File: src/sv/hkpt_pkg.sv
// types and constants for the held key press table
// used by hkpt_cell and held_key_press_table_core; depends on nothing
`default_nettype none

package hkpt_pkg;

  // widths of the result fields as seen at the ports
  localparam int SLOT_W  = 4;
  localparam int COUNT_W = 5;

  // action codes on the input word
  typedef enum logic [2:0] {
    ACT_ADD      = 3'd0,
    ACT_REMOVE   = 3'd1,
    ACT_FIND_POS = 3'd2,
    ACT_FIND_ID  = 3'd3,
    ACT_IGNORE   = 3'd4,
    ACT_CLEAR    = 3'd5
  } action_t;

  // status codes on the result word
  typedef enum logic [1:0] {
    ST_OK        = 2'd0,
    ST_NOT_FOUND = 2'd1,
    ST_DUPLICATE = 2'd2,
    ST_FULL      = 2'd3
  } status_t;

  // sequencer states of the top level
  typedef enum logic [1:0] {
    S_IDLE,
    S_SCAN,
    S_FINISH
  } state_t;

  // one held press
  typedef struct packed {
    logic [7:0]  pos;
    logic [15:0] code;
    logic [7:0]  id;
    logic        ignore;
  } entry_t;

  // what a search looks for
  typedef struct packed {
    logic       by_id;
    logic [7:0] pos;
    logic [7:0] id;
  } query_t;

  // search token handed from cell to cell
  typedef struct packed {
    logic   valid;
    logic   found;
    query_t query;
    entry_t hit;
  } scan_t;

  // table update broadcast to every cell
  typedef struct packed {
    logic append;
    logic remove;
    logic mark;
  } cmd_t;

endpackage

`default_nettype wire

File: src/sv/hkpt_cell.sv
// one slot of the held key press table plus its stage of the search chain
// depends on hkpt_pkg
`default_nettype none

module hkpt_cell #(
  parameter int DEPTH      = 16,
  parameter int CELL_INDEX = 0,
  parameter int IDX_W      = 4,
  parameter int CNT_W      = 5
) (
  input  wire logic                clk,
  input  wire logic                rst,
  input  wire logic [CNT_W-1:0]    count,
  input  wire hkpt_pkg::cmd_t      cmd,
  input  wire logic [CNT_W-1:0]    target,
  input  wire hkpt_pkg::entry_t    append_entry,
  input  wire hkpt_pkg::entry_t    upper_entry,
  output hkpt_pkg::entry_t         entry,
  input  wire hkpt_pkg::scan_t     scan_in,
  input  wire logic [IDX_W-1:0]    slot_in,
  output hkpt_pkg::scan_t          scan_out,
  output logic [IDX_W-1:0]         slot_out
);

  localparam logic [CNT_W-1:0] MY_IDX  = CNT_W'(CELL_INDEX);
  localparam logic [IDX_W-1:0] MY_SLOT = IDX_W'(CELL_INDEX);

  logic            occupied;
  logic            hit;
  hkpt_pkg::scan_t scan_next;
  logic [IDX_W-1:0] slot_next;

  // match against the word passing through
  assign occupied = (MY_IDX < count) && (CELL_INDEX < DEPTH);
  assign hit = scan_in.valid && !scan_in.found && occupied &&
               (scan_in.query.by_id ? (entry.id == scan_in.query.id)
                                    : (entry.pos == scan_in.query.pos));

  always_comb begin
    scan_next = scan_in;
    slot_next = slot_in;
    if (hit) begin
      scan_next.found = 1'b1;
      scan_next.hit   = entry;
      slot_next       = MY_SLOT;
    end
  end

  // search stage: token valid is control, the rest is payload
  always_ff @(posedge clk) begin
    if (rst) begin
      scan_out.valid <= 1'b0;
    end else begin
      scan_out.valid <= scan_next.valid;
    end
    scan_out.found <= scan_next.found;
    scan_out.query <= scan_next.query;
    scan_out.hit   <= scan_next.hit;
    slot_out       <= slot_next;
  end

  // table update: append, shift down on remove, or set the ignore flag
  always_ff @(posedge clk) begin
    if (cmd.append && (MY_IDX == target)) begin
      entry <= append_entry;
    end else if (cmd.remove && (MY_IDX >= target)) begin
      entry <= upper_entry;
    end else if (cmd.mark && (MY_IDX == target)) begin
      entry.ignore <= 1'b1;
    end
  end

endmodule

`default_nettype wire

File: src/sv/held_key_press_table_core.sv
// top level of the held key press table: sequencer, result register, cell chain
// depends on hkpt_pkg and hkpt_cell
//
//   channel | signals                                      | direction
//   --------+----------------------------------------------+----------
//   in      | in_valid, in_stall, action, key_position,    | into block
//           | keycode, press_tag                           |
//   out     | out_valid, out_stall, status, slot,          | out of block
//           | found_position, found_keycode,               |
//           | found_press_tag, found_ignore, held_count    |
//
// one word at a time: the search word walks the cell chain one cell per cycle,
// then the finish state updates the table, loads the result and returns to idle.
// a new word is taken while the previous result still waits in the output register;
// the table update waits while that register is full and stalled.
// reset empties the table; entry contents are not cleared.
`default_nettype none

module held_key_press_table_core #(
  parameter int TABLE_DEPTH = 16
) (
  input  wire logic        clk,
  input  wire logic        rst,
  input  wire logic        in_valid,
  output logic             in_stall,
  input  wire logic [2:0]  action,
  input  wire logic [7:0]  key_position,
  input  wire logic [15:0] keycode,
  input  wire logic [7:0]  press_tag,
  output logic             out_valid,
  input  wire logic        out_stall,
  output logic [1:0]       status,
  output logic [3:0]       slot,
  output logic [7:0]       found_position,
  output logic [15:0]      found_keycode,
  output logic [7:0]       found_press_tag,
  output logic             found_ignore,
  output logic [4:0]       held_count
);

  localparam int IDX_W = (TABLE_DEPTH > 1) ? $clog2(TABLE_DEPTH) : 1;
  localparam int CNT_W = $clog2(TABLE_DEPTH + 1);
  localparam logic [CNT_W-1:0] FULL_COUNT = CNT_W'(TABLE_DEPTH);

  hkpt_pkg::state_t state, state_next;

  logic              accept;
  logic              commit;
  logic [CNT_W-1:0]  cnt, cnt_next;

  // request held during the search
  logic [2:0]        req_action;
  logic [7:0]        req_pos;
  logic [15:0]       req_code;
  logic [7:0]        req_id;

  // search outcome
  logic              res_found;
  logic [IDX_W-1:0]  res_slot;
  hkpt_pkg::entry_t  res_entry;

  // cell chain links
  hkpt_pkg::scan_t   scan_link  [0:TABLE_DEPTH];
  logic [IDX_W-1:0]  slot_link  [0:TABLE_DEPTH];
  hkpt_pkg::entry_t  entry_link [0:TABLE_DEPTH];

  hkpt_pkg::cmd_t    cmd;
  logic [CNT_W-1:0]  target;
  hkpt_pkg::entry_t  append_entry;

  // result decode
  hkpt_pkg::status_t r_status;
  logic [CNT_W-1:0]  r_slot;
  hkpt_pkg::entry_t  r_entry;
  logic              r_report;
  logic [CNT_W+hkpt_pkg::SLOT_W-1:0]  slot_wide;
  logic [CNT_W+hkpt_pkg::COUNT_W-1:0] count_wide;

  // next state
  always_comb begin
    state_next = state;
    unique case (state)
      hkpt_pkg::S_IDLE: begin
        if (in_valid) state_next = hkpt_pkg::S_SCAN;
      end
      hkpt_pkg::S_SCAN: begin
        if (scan_link[TABLE_DEPTH].valid) state_next = hkpt_pkg::S_FINISH;
      end
      hkpt_pkg::S_FINISH: begin
        if (!out_valid || !out_stall) state_next = hkpt_pkg::S_IDLE;
      end
      default: state_next = hkpt_pkg::S_IDLE;
    endcase
  end

  // state outputs
  always_comb begin
    in_stall = 1'b1;
    commit   = 1'b0;
    unique case (state)
      hkpt_pkg::S_IDLE:   in_stall = 1'b0;
      hkpt_pkg::S_SCAN:   in_stall = 1'b1;
      hkpt_pkg::S_FINISH: commit   = !out_valid || !out_stall;
      default:            in_stall = 1'b1;
    endcase
  end

  assign accept = in_valid && !in_stall;

  always_ff @(posedge clk) begin
    if (rst) begin
      state <= hkpt_pkg::S_IDLE;
    end else begin
      state <= state_next;
    end
  end

  // capture the request
  always_ff @(posedge clk) begin
    if (accept) begin
      req_action <= action;
      req_pos    <= key_position;
      req_code   <= keycode;
      req_id     <= press_tag;
    end
  end

  // launch the search word into the first cell
  always_comb begin
    scan_link[0].valid       = accept;
    scan_link[0].found       = 1'b0;
    scan_link[0].query.by_id = (action == hkpt_pkg::ACT_FIND_ID) ||
                               (action == hkpt_pkg::ACT_IGNORE);
    scan_link[0].query.pos   = key_position;
    scan_link[0].query.id    = press_tag;
    scan_link[0].hit         = '0;
    slot_link[0]             = '0;
  end

  // the last cell shifts in its own contents on remove
  assign entry_link[TABLE_DEPTH] = entry_link[TABLE_DEPTH-1];

  for (genvar g = 0; g < TABLE_DEPTH; g++) begin : g_cell
    hkpt_cell #(
      .DEPTH      (TABLE_DEPTH),
      .CELL_INDEX (g),
      .IDX_W      (IDX_W),
      .CNT_W      (CNT_W)
    ) u_cell (
      .clk          (clk),
      .rst          (rst),
      .count        (cnt),
      .cmd          (cmd),
      .target       (target),
      .append_entry (append_entry),
      .upper_entry  (entry_link[g+1]),
      .entry        (entry_link[g]),
      .scan_in      (scan_link[g]),
      .slot_in      (slot_link[g]),
      .scan_out     (scan_link[g+1]),
      .slot_out     (slot_link[g+1])
    );
  end

  // catch the search word leaving the chain
  always_ff @(posedge clk) begin
    if (state == hkpt_pkg::S_SCAN && scan_link[TABLE_DEPTH].valid) begin
      res_found <= scan_link[TABLE_DEPTH].found;
      res_slot  <= slot_link[TABLE_DEPTH];
      res_entry <= scan_link[TABLE_DEPTH].hit;
    end
  end

  assign append_entry = '{pos: req_pos, code: req_code, id: req_id, ignore: 1'b0};

  // decide the table update and the result word
  always_comb begin
    cmd      = '0;
    target   = CNT_W'(res_slot);
    cnt_next = cnt;
    r_status = hkpt_pkg::ST_NOT_FOUND;
    r_slot   = CNT_W'(res_slot);
    r_entry  = res_entry;
    r_report = 1'b0;
    unique case (req_action)
      hkpt_pkg::ACT_ADD: begin
        if (res_found) begin
          r_status = hkpt_pkg::ST_DUPLICATE;
        end else if (cnt >= FULL_COUNT) begin
          r_status = hkpt_pkg::ST_FULL;
        end else begin
          cmd.append = commit;
          target     = cnt;
          cnt_next   = cnt + CNT_W'(1);
          r_status   = hkpt_pkg::ST_OK;
          r_slot     = cnt;
          r_entry    = append_entry;
          r_report   = 1'b1;
        end
      end
      hkpt_pkg::ACT_REMOVE: begin
        if (res_found) begin
          cmd.remove = commit;
          cnt_next   = cnt - CNT_W'(1);
          r_status   = hkpt_pkg::ST_OK;
        end
      end
      hkpt_pkg::ACT_FIND_POS, hkpt_pkg::ACT_FIND_ID: begin
        if (res_found) begin
          r_status = hkpt_pkg::ST_OK;
          r_report = 1'b1;
        end
      end
      hkpt_pkg::ACT_IGNORE: begin
        if (res_found) begin
          cmd.mark       = commit;
          r_status       = hkpt_pkg::ST_OK;
          r_entry.ignore = 1'b1;
          r_report       = 1'b1;
        end
      end
      hkpt_pkg::ACT_CLEAR: begin
        cnt_next = '0;
        r_status = hkpt_pkg::ST_OK;
      end
      default: r_status = hkpt_pkg::ST_NOT_FOUND;
    endcase
  end

  assign slot_wide  = (CNT_W + hkpt_pkg::SLOT_W)'(r_slot);
  assign count_wide = (CNT_W + hkpt_pkg::COUNT_W)'(cnt_next);

  // entry count
  always_ff @(posedge clk) begin
    if (rst) begin
      cnt <= '0;
    end else if (commit) begin
      cnt <= cnt_next;
    end
  end

  // result register
  always_ff @(posedge clk) begin
    if (rst) begin
      out_valid <= 1'b0;
    end else if (commit) begin
      out_valid <= 1'b1;
    end else if (!out_stall) begin
      out_valid <= 1'b0;
    end
  end

  always_ff @(posedge clk) begin
    if (commit) begin
      status          <= r_status;
      held_count      <= count_wide[hkpt_pkg::COUNT_W-1:0];
      slot            <= r_report ? slot_wide[hkpt_pkg::SLOT_W-1:0] : '0;
      found_position  <= r_report ? r_entry.pos  : '0;
      found_keycode   <= r_report ? r_entry.code : '0;
      found_press_tag <= r_report ? r_entry.id   : '0;
      found_ignore    <= r_report ? r_entry.ignore : 1'b0;
    end
  end

  // checks
  a_count_bound: assert property (@(posedge clk) disable iff (rst)
    cnt <= FULL_COUNT)
    else $error("entry count beyond table depth");

  a_scan_exit: assert property (@(posedge clk) disable iff (rst)
    scan_link[TABLE_DEPTH].valid |-> state == hkpt_pkg::S_SCAN)
    else $error("search word left the chain outside a scan");

  a_accept_scan: assert property (@(posedge clk) disable iff (rst)
    accept |=> state == hkpt_pkg::S_SCAN)
    else $error("accepted word did not start a scan");

  a_result_source: assert property (@(posedge clk) disable iff (rst)
    $rose(out_valid) |-> $past(state) == hkpt_pkg::S_FINISH)
    else $error("result word appeared without a finished scan");

endmodule

`default_nettype wire

File: config.mk
export PLATFORM = sky130hd
export DESIGN_NAME = held_key_press_table_core
export DESIGN_NICKNAME = d
export VERILOG_FILES = /design/src/sv/hkpt_pkg.sv /design/src/sv/hkpt_cell.sv /design/src/sv/held_key_press_table_core.sv
export SDC_FILE = /design/constraint.sdc
export NUM_CORES = 2
export LEC_CHECK = 0
export BUFFER_PORTS_ARGS = -buffer_cell sky130_fd_sc_hd__buf_4
export CAP_MARGIN = 20
export CORE_MARGIN = 2
export CORE_UTILIZATION = 57
export DETAILED_ROUTE_END_ITERATION = 16
export PLACE_DENSITY = 0.73
export SYNTH_ARGS = -nofsm -noshare
export SYNTH_HDL_FRONTEND = slang
export SYNTH_SLANG_ARGS = --single-unit
File: constraint.sdc
create_clock -name clk -period 6.6 [get_ports clk]
set_clock_uncertainty 0.15 [all_clocks]
set_input_delay 0.66 -clock clk [delete_from_list [all_inputs] [get_ports clk]]
set_output_delay 0.66 -clock clk [all_outputs]
set_load 0.02 [all_outputs]
======== Word level (Yosys, flattened, before mapping) ========
Index checks and enable logic that the tools add are counted.
word-level totals
  register bits after elaboration ......... 1517
  input port bits ......................... 39
  output and inout bits ................... 46
operators by class
  bitwise gates (word level) .............. 1
  magnitude comparators ................... 33
  multiplexer cells ....................... 127
  add/subtract/negate cells ............... 2
  eq/ne operators ......................... 60
  reductions and logical operators ........ 153
operators with widths
  cell                count
  $mux 33             32
  $mux 32             16
  $eq 8x8->1          32
  $logic_and 1x1->1   97
  $mux 1              63
  $reduce_bool 2->1   30
  $eq 4x5->1 const A  8
  $ge 4x5->1 const A  8
  $lt 4x5->1 const A  8
  $mux 5              6
  $eq 3x5->1 const A  4
  $ge 3x5->1 const A  4
  $lt 3x5->1 const A  4
  $logic_not 1->1     17
  $pmux 5 s3          1
  $pmux 2 s3          2
  $eq 2x5->1 const A  2
  $ge 1x5->1 const A  2
  $ge 2x5->1 const A  2
  $lt 1x5->1 const A  2
  $lt 2x5->1 const A  2
  $mux 2              5
  $eq 3x2->1 const B  3
  $eq 3x3->1 const B  3
  19 further kinds    23

======== Longest topological paths before layout ========
  depth in word-level cells ............... 9
  depth in mapped cells ................... 9
  depth with buffers taken out ............ 7

======== Modules after synthesis ========
A second synthesis with hierarchy kept.
unflattened totals
  cell total of the unflattened synthesis .. 3611
  area total of the unflattened synthesis .. 56439.1 µm²
modules (own cells, without submodules)
  module                              instances  seq. area each (µm²)  cells an instance  area an instance (µm²)
  hkpt_cell at g_cell[15].u_cell ...  2          2112.0                202                3235.6
  hkpt_cell at g_cell[1].u_cell ...   2          2112.0                206                3209.3
  held_key_press_table_core           1          3673.5                340                4795.8
  hkpt_cell at g_cell[2].u_cell       1          2112.0                206                3286.9
  hkpt_cell at g_cell[12].u_cell      1          2112.0                205                3284.4
  hkpt_cell at g_cell[3].u_cell       1          2112.0                204                3258.1
  hkpt_cell at g_cell[0].u_cell       1          2112.0                202                3255.6
  hkpt_cell at g_cell[9].u_cell       1          2112.0                203                3250.6
  hkpt_cell at g_cell[10].u_cell      1          2112.0                206                3218.1
  hkpt_cell at g_cell[8].u_cell       1          2112.0                208                3209.3
  hkpt_cell at g_cell[13].u_cell      1          2112.0                204                3203.1
  hkpt_cell at g_cell[11].u_cell      1          2112.0                205                3201.8
  hkpt_cell at g_cell[14].u_cell      1          2112.0                204                3198.1
  hkpt_cell at g_cell[6].u_cell       1          2112.0                202                3195.6
  hkpt_cell at g_cell[5].u_cell       1          2112.0                206                3191.8

======== Least setup slack after synthesis ========
Ideal clock, no wire load.
  path type ............................... reg2reg
  from .................................... register res_found
  to ...................................... register g_cell[2].u_cell.entry[10] (netlist bit) (enable)
  arrival time ............................ 4.883 ns
  slack ................................... 1.056 ns
  data required time ...................... 5.939 ns
  stages on the path, launching flop included .. 7
  library setup time ...................... 0.511 ns
  clock period less this slack ............ 5.544 ns
  path buffers ............................ 2
  cells stage by stage .................... edfxtp_1 or4_1 buf_2 nor4_4 buf_4 nand2_1 o41ai_1
on the way
  word-level cells in the longest chain between the ends .. 5
RTL lines
  what                                             line                              text
  from (decl)                                      held_key_press_table_core.sv:58   logic res_found;
  from (signal assigned)                           held_key_press_table_core.sv:168  res_found <= scan_link[TABLE_DEPTH].found;
  $mux 5                                           held_key_press_table_core.sv:187  if (res_found) begin
  $mux 5                                           held_key_press_table_core.sv:185  unique case (req_action)
  $ge 2x5->1 / $eq 2x5->1 (equally long branches)  hkpt_cell.sv:66, hkpt_cell.sv:64
  $logic_and 1x1->1 (on tied branches)             hkpt_cell.sv:66, hkpt_cell.sv:64
  $reduce_bool 2->1 (no source line) (*)           --
  to (signal assigned)                             hkpt_cell.sv:65                   entry <= append_entry;
  to (signal assigned)                             hkpt_cell.sv:67                   entry <= upper_entry;
  to (decl)                                        hkpt_cell.sv:18                   output hkpt_pkg::entry_t entry,
Mark *: on every way between the ends. The rest lies on a longest branch, timed or not.
A chain may end at the register's enable or synchronous reset.

======== Worst setup path in the final report ========
  from .................................... register req_action[0]
  to ...................................... register g_cell[14].u_cell.entry[20] (netlist bit) (enable)
on the way
  word-level cells in the longest chain between the ends .. 5
RTL lines
  what                                             line                              text
  from (decl)                                      held_key_press_table_core.sv:52   logic [2:0] req_action;
  from (signal assigned)                           held_key_press_table_core.sv:121  req_action <= action;
  $logic_not 3->1                                  held_key_press_table_core.sv:185
  $mux 5                                           held_key_press_table_core.sv:185
  $ge 4x5->1 / $eq 4x5->1 (equally long branches)  hkpt_cell.sv:66, hkpt_cell.sv:64
  $logic_and 1x1->1 (on tied branches)             hkpt_cell.sv:66, hkpt_cell.sv:64
  $reduce_bool 2->1 (no source line) (*)           --
  to (signal assigned)                             hkpt_cell.sv:65
  to (signal assigned)                             hkpt_cell.sv:67
  to (decl)                                        hkpt_cell.sv:18
Marked as above.

==> results.cfg <==
[status]
outcome = finished, final reports clean

[layout]
layout.nets = 3681
utilization_pct = 65.02
drive_gt1_share_pct = 37.35
num_antenna_cells = 0
syn_to_final_growth_pct = 13.06
finalNonFillerCells = 5027

[clock_network]
cts_tree = yes
postCtsSetupRepairBufs = 0
htreeDepth = 4
numCtsBuffers = 148
path_clk_slew_ns = 0.06
root_buffer = clkbuf_16
clock_latency_ns = 0.74
clockBufferDepth = 3
cts_sinks = 1517
cts_hold_buffers = 35
ctsResizeCount = 0

[logic_synthesis]
synth-main-ff-cell = dfxtp_1
synth_top_family_by_area = multiplexers
synth_area_um2 = 54560
synth_top_area_cell = edfxtp_1
yosys.area_share.simple_pct = 4.018
synth_nets = 3536
async_flop_share_pct = 0
yosys_warnings = 0
syn_inst = 3494
synth_mux_area_share_pct = 20.43
synth_cell_type_count = 71
ys_top_cells_by_area = edfxtp_1 (35%), dfxtp_1 (33%), mux2_2 (19%)
synth_seq_area_share_pct = 67.20
ys_ff_latch = 1517
synthAdderAreaFrac_pct = 0.06880
synth-xor-area-share_pct = 4.109
syn_avg_cell_area_um2 = 15.62
yosysTopAreaCellShare_pct = 34.62
synth_edf_count = 629
synth-compound-area-share_pct = 2.360

[critical_path]
cp-startpoint = req_action[0]$_DFFE_PP_
cp-start-kind = flip-flop
worst_setup_path_end_kind = flip-flop
r2r_start = req_action[0]$_DFFE_PP_
crit_arrival_ns = 4.86
path_max_fanout = 34
path_class = reg2reg
required_ns = 6.83
timing.rr.end = g_cell[14].u_cell.entry[20]$_DFFE_PP_
r2r_slack_ns = 1.96
cp-endpoint = g_cell[14].u_cell.entry[20]$_DFFE_PP_
ff2ff_path_depth = 5

[timing]
finalHoldViolCount = 0
fmax_ghz = 0.2157
worst_pin_slew_ns = 1.105
fin_crit_ns = 4.635
slew_viol_final = 0
setup_tns_ns = 0
post-route-period-util_pct = 70.23
setup_viol = 0
slew_headroom_pct = 26.31
rsz0062_at_grt = no

[placed_design]
placed_cells = 4714
portBuffers = 84
place.gp.congestion = 0.8600
dp_hpwl_um = 71420

[floorplan]
die_h_um = 313.4
std_cell_rows = 113
core_area_um2 = 94870
die-area_um2 = 98210
start_util_pct = 57.51
io_pins = 85
die_w_um = 313.4

[global_routing]
gr-total-overflow = 0
grtUsageTotal_pct = 22.21
antenna_found_initial = 0
grt_pass1_wl_um = 172600
grt_max_degree = 47
first_global_vias = 28949

[routing]
antenna_left = 0
avgRoutedWirePerCell_um = 21.58
wirelength_um = 108500
drt_iter0_drc = 2049
routed_via_density = 5.451
vias = 27401
drc = 0
drtPass1Iterations = 5

[flow_run]
maxCapViolations = 0

[pwr]
p_leak_uw = 0.02331
irDropWorstVdd_v = 0.0002626
power_density_nw_per_um2 = 298.8

[hold_path]
hp-class = in2reg
-- final cells by class --
type	instances	area, µm²
Fill cell	6619	33190
Sequential cell	1517	36670
Timing Repair Buffer	167	1404
Multi-Input combinational cell	1784	17120
Clock inverter	62	531.8
Inverter	21	78.83
Clock buffer	211	4298
Tap cell	1265	1583
-- state kept, by name (all words and copies together), names as in the netlist, 5 cells and up --
name and count:
g_cell.u_cell.scan_out 815, g_cell.u_cell.entry 528, g_cell.u_cell.slot_out 49, res_entry 33, found_keycode 16, req_code 16
found_position 8, found_press_tag 8, req_id 8, req_pos 8, cnt 5, held_count 5
-- logic make-up after synthesis --
| kind of cell | count (synthesis) |
|---|---|
| adders and majority gates | 3 |
| AOI/OAI and AO/OA | 176 |
| and+or+nand+nor | 368 |
| DFF | 1517 |
| buffers and inverters | 193 |
| muxes | 981 |
| xor gates and xnor gates | 256 |
-- power by group --
part	switching (µW)	internal, µW
clock network	3530	4790
logic	76.7	90.9
registers	143	9800
total	3750	14700
-- layout by cell type, fill, tap and decap left out, drive strengths merged, types with 29 or more instances in the layout --
cell type / n
nor2b: 29
xnor2: 129
nor3: 33
mux2: 976
and2: 44
nand3: 31
or2: 36
clkbuf: 211
nand4: 36
inv: 29
xor2: 127
dlygate4sd3: 35
nor2: 43
clkinv: 43
o21ai: 35
dfxtp: 888
a21oi: 38
edfxtp: 629
a22o: 34
nand2: 29
buf: 132
-- critical path: stages (launching register included) --
cell	delay [ns]
edfxtp_1	0.63
or4_1	0.77
nor4_4	0.85
nand3_2	1.02
nand2_1	0.33
buf_4	0.46
-- per-layer routing --
layer	GRT usage (%)	share of wire [%]	wire [µm]
met5	0	0	0
met4	5.926	1.8	1923
met2	32.82	44	47240
met3	3.899	4.6	5020
met1	33.89	50	54310
-- cells in the mapped netlist (5+ instances only) --
library cell	number
nand3_1	22
buf_2	60
mux2_2	936
clkbuf_1	71
nand2b_1	24
a21oi_1	38
xor2_1	127
xnor2_1	129
and3_1	5
a22oi_1	5
nor3_1	32
mux2_1	12
buf_6	23
nand3_2	9
a31oi_1	5
inv_1	21
nor2_1	39
a211oi_1	7
nand2_1	29
or4_1	5
nor4_1	21
mux2i_1	5
o22ai_1	5
buf_1	13
a22o_1	34
or2_2	35
mux2_4	28
nand4_1	36
edfxtp_1	629
dfxtp_1	888
and2_1	44
or3_1	9
nor3b_1	8
o21ai_0	35
buf_4	5
nor2b_1	29
-- how the worst min path moves through the flow --
stage,startpoint,to,slack [ns],depth (start not counted)
after floorplan,g_cell[9].u_cell.scan_out[49]$_DFF_P_,g_cell[10].u_cell.scan_out[49]$_DFF_P_,0.19,0
after global routing,rst,cnt[3]$_SDFFE_PP0P_,0.16,2
after detailed placement,g_cell[9].u_cell.scan_out[37]$_DFF_P_,g_cell[10].u_cell.scan_out[37]$_DFF_P_,0.20,0
final,out_stall,out_valid$_SDFFE_PP0P_,0.16,3
after CTS,out_stall,out_valid$_SDFFE_PP0P_,0.11,3
after global placement,g_cell[13].u_cell.scan_out[33]$_DFF_P_,g_cell[14].u_cell.scan_out[33]$_DFF_P_,0.21,0
-- stage by stage --
| step | power [µW] | worst slack (ns) | hold slack [ns] | instance area (µm²) |
|---|---|---|---|---|
| finish | 18430 | 1.965 | 0.1622 | 61680 |
| floorplan | 10180 | 1.056 | 0.1933 | 54560 |
| detailed placement | 10290 | 1.969 | 0.2034 | 56400 |
| global route | 18960 | 1.804 | 0.1583 | 61680 |
| CTS | 18550 | 1.959 | 0.1140 | 61580 |
| global placement | 10290 | 2.200 | 0.2068 | 56400 |
Note: power is estimated with default switching activity, not from simulation.
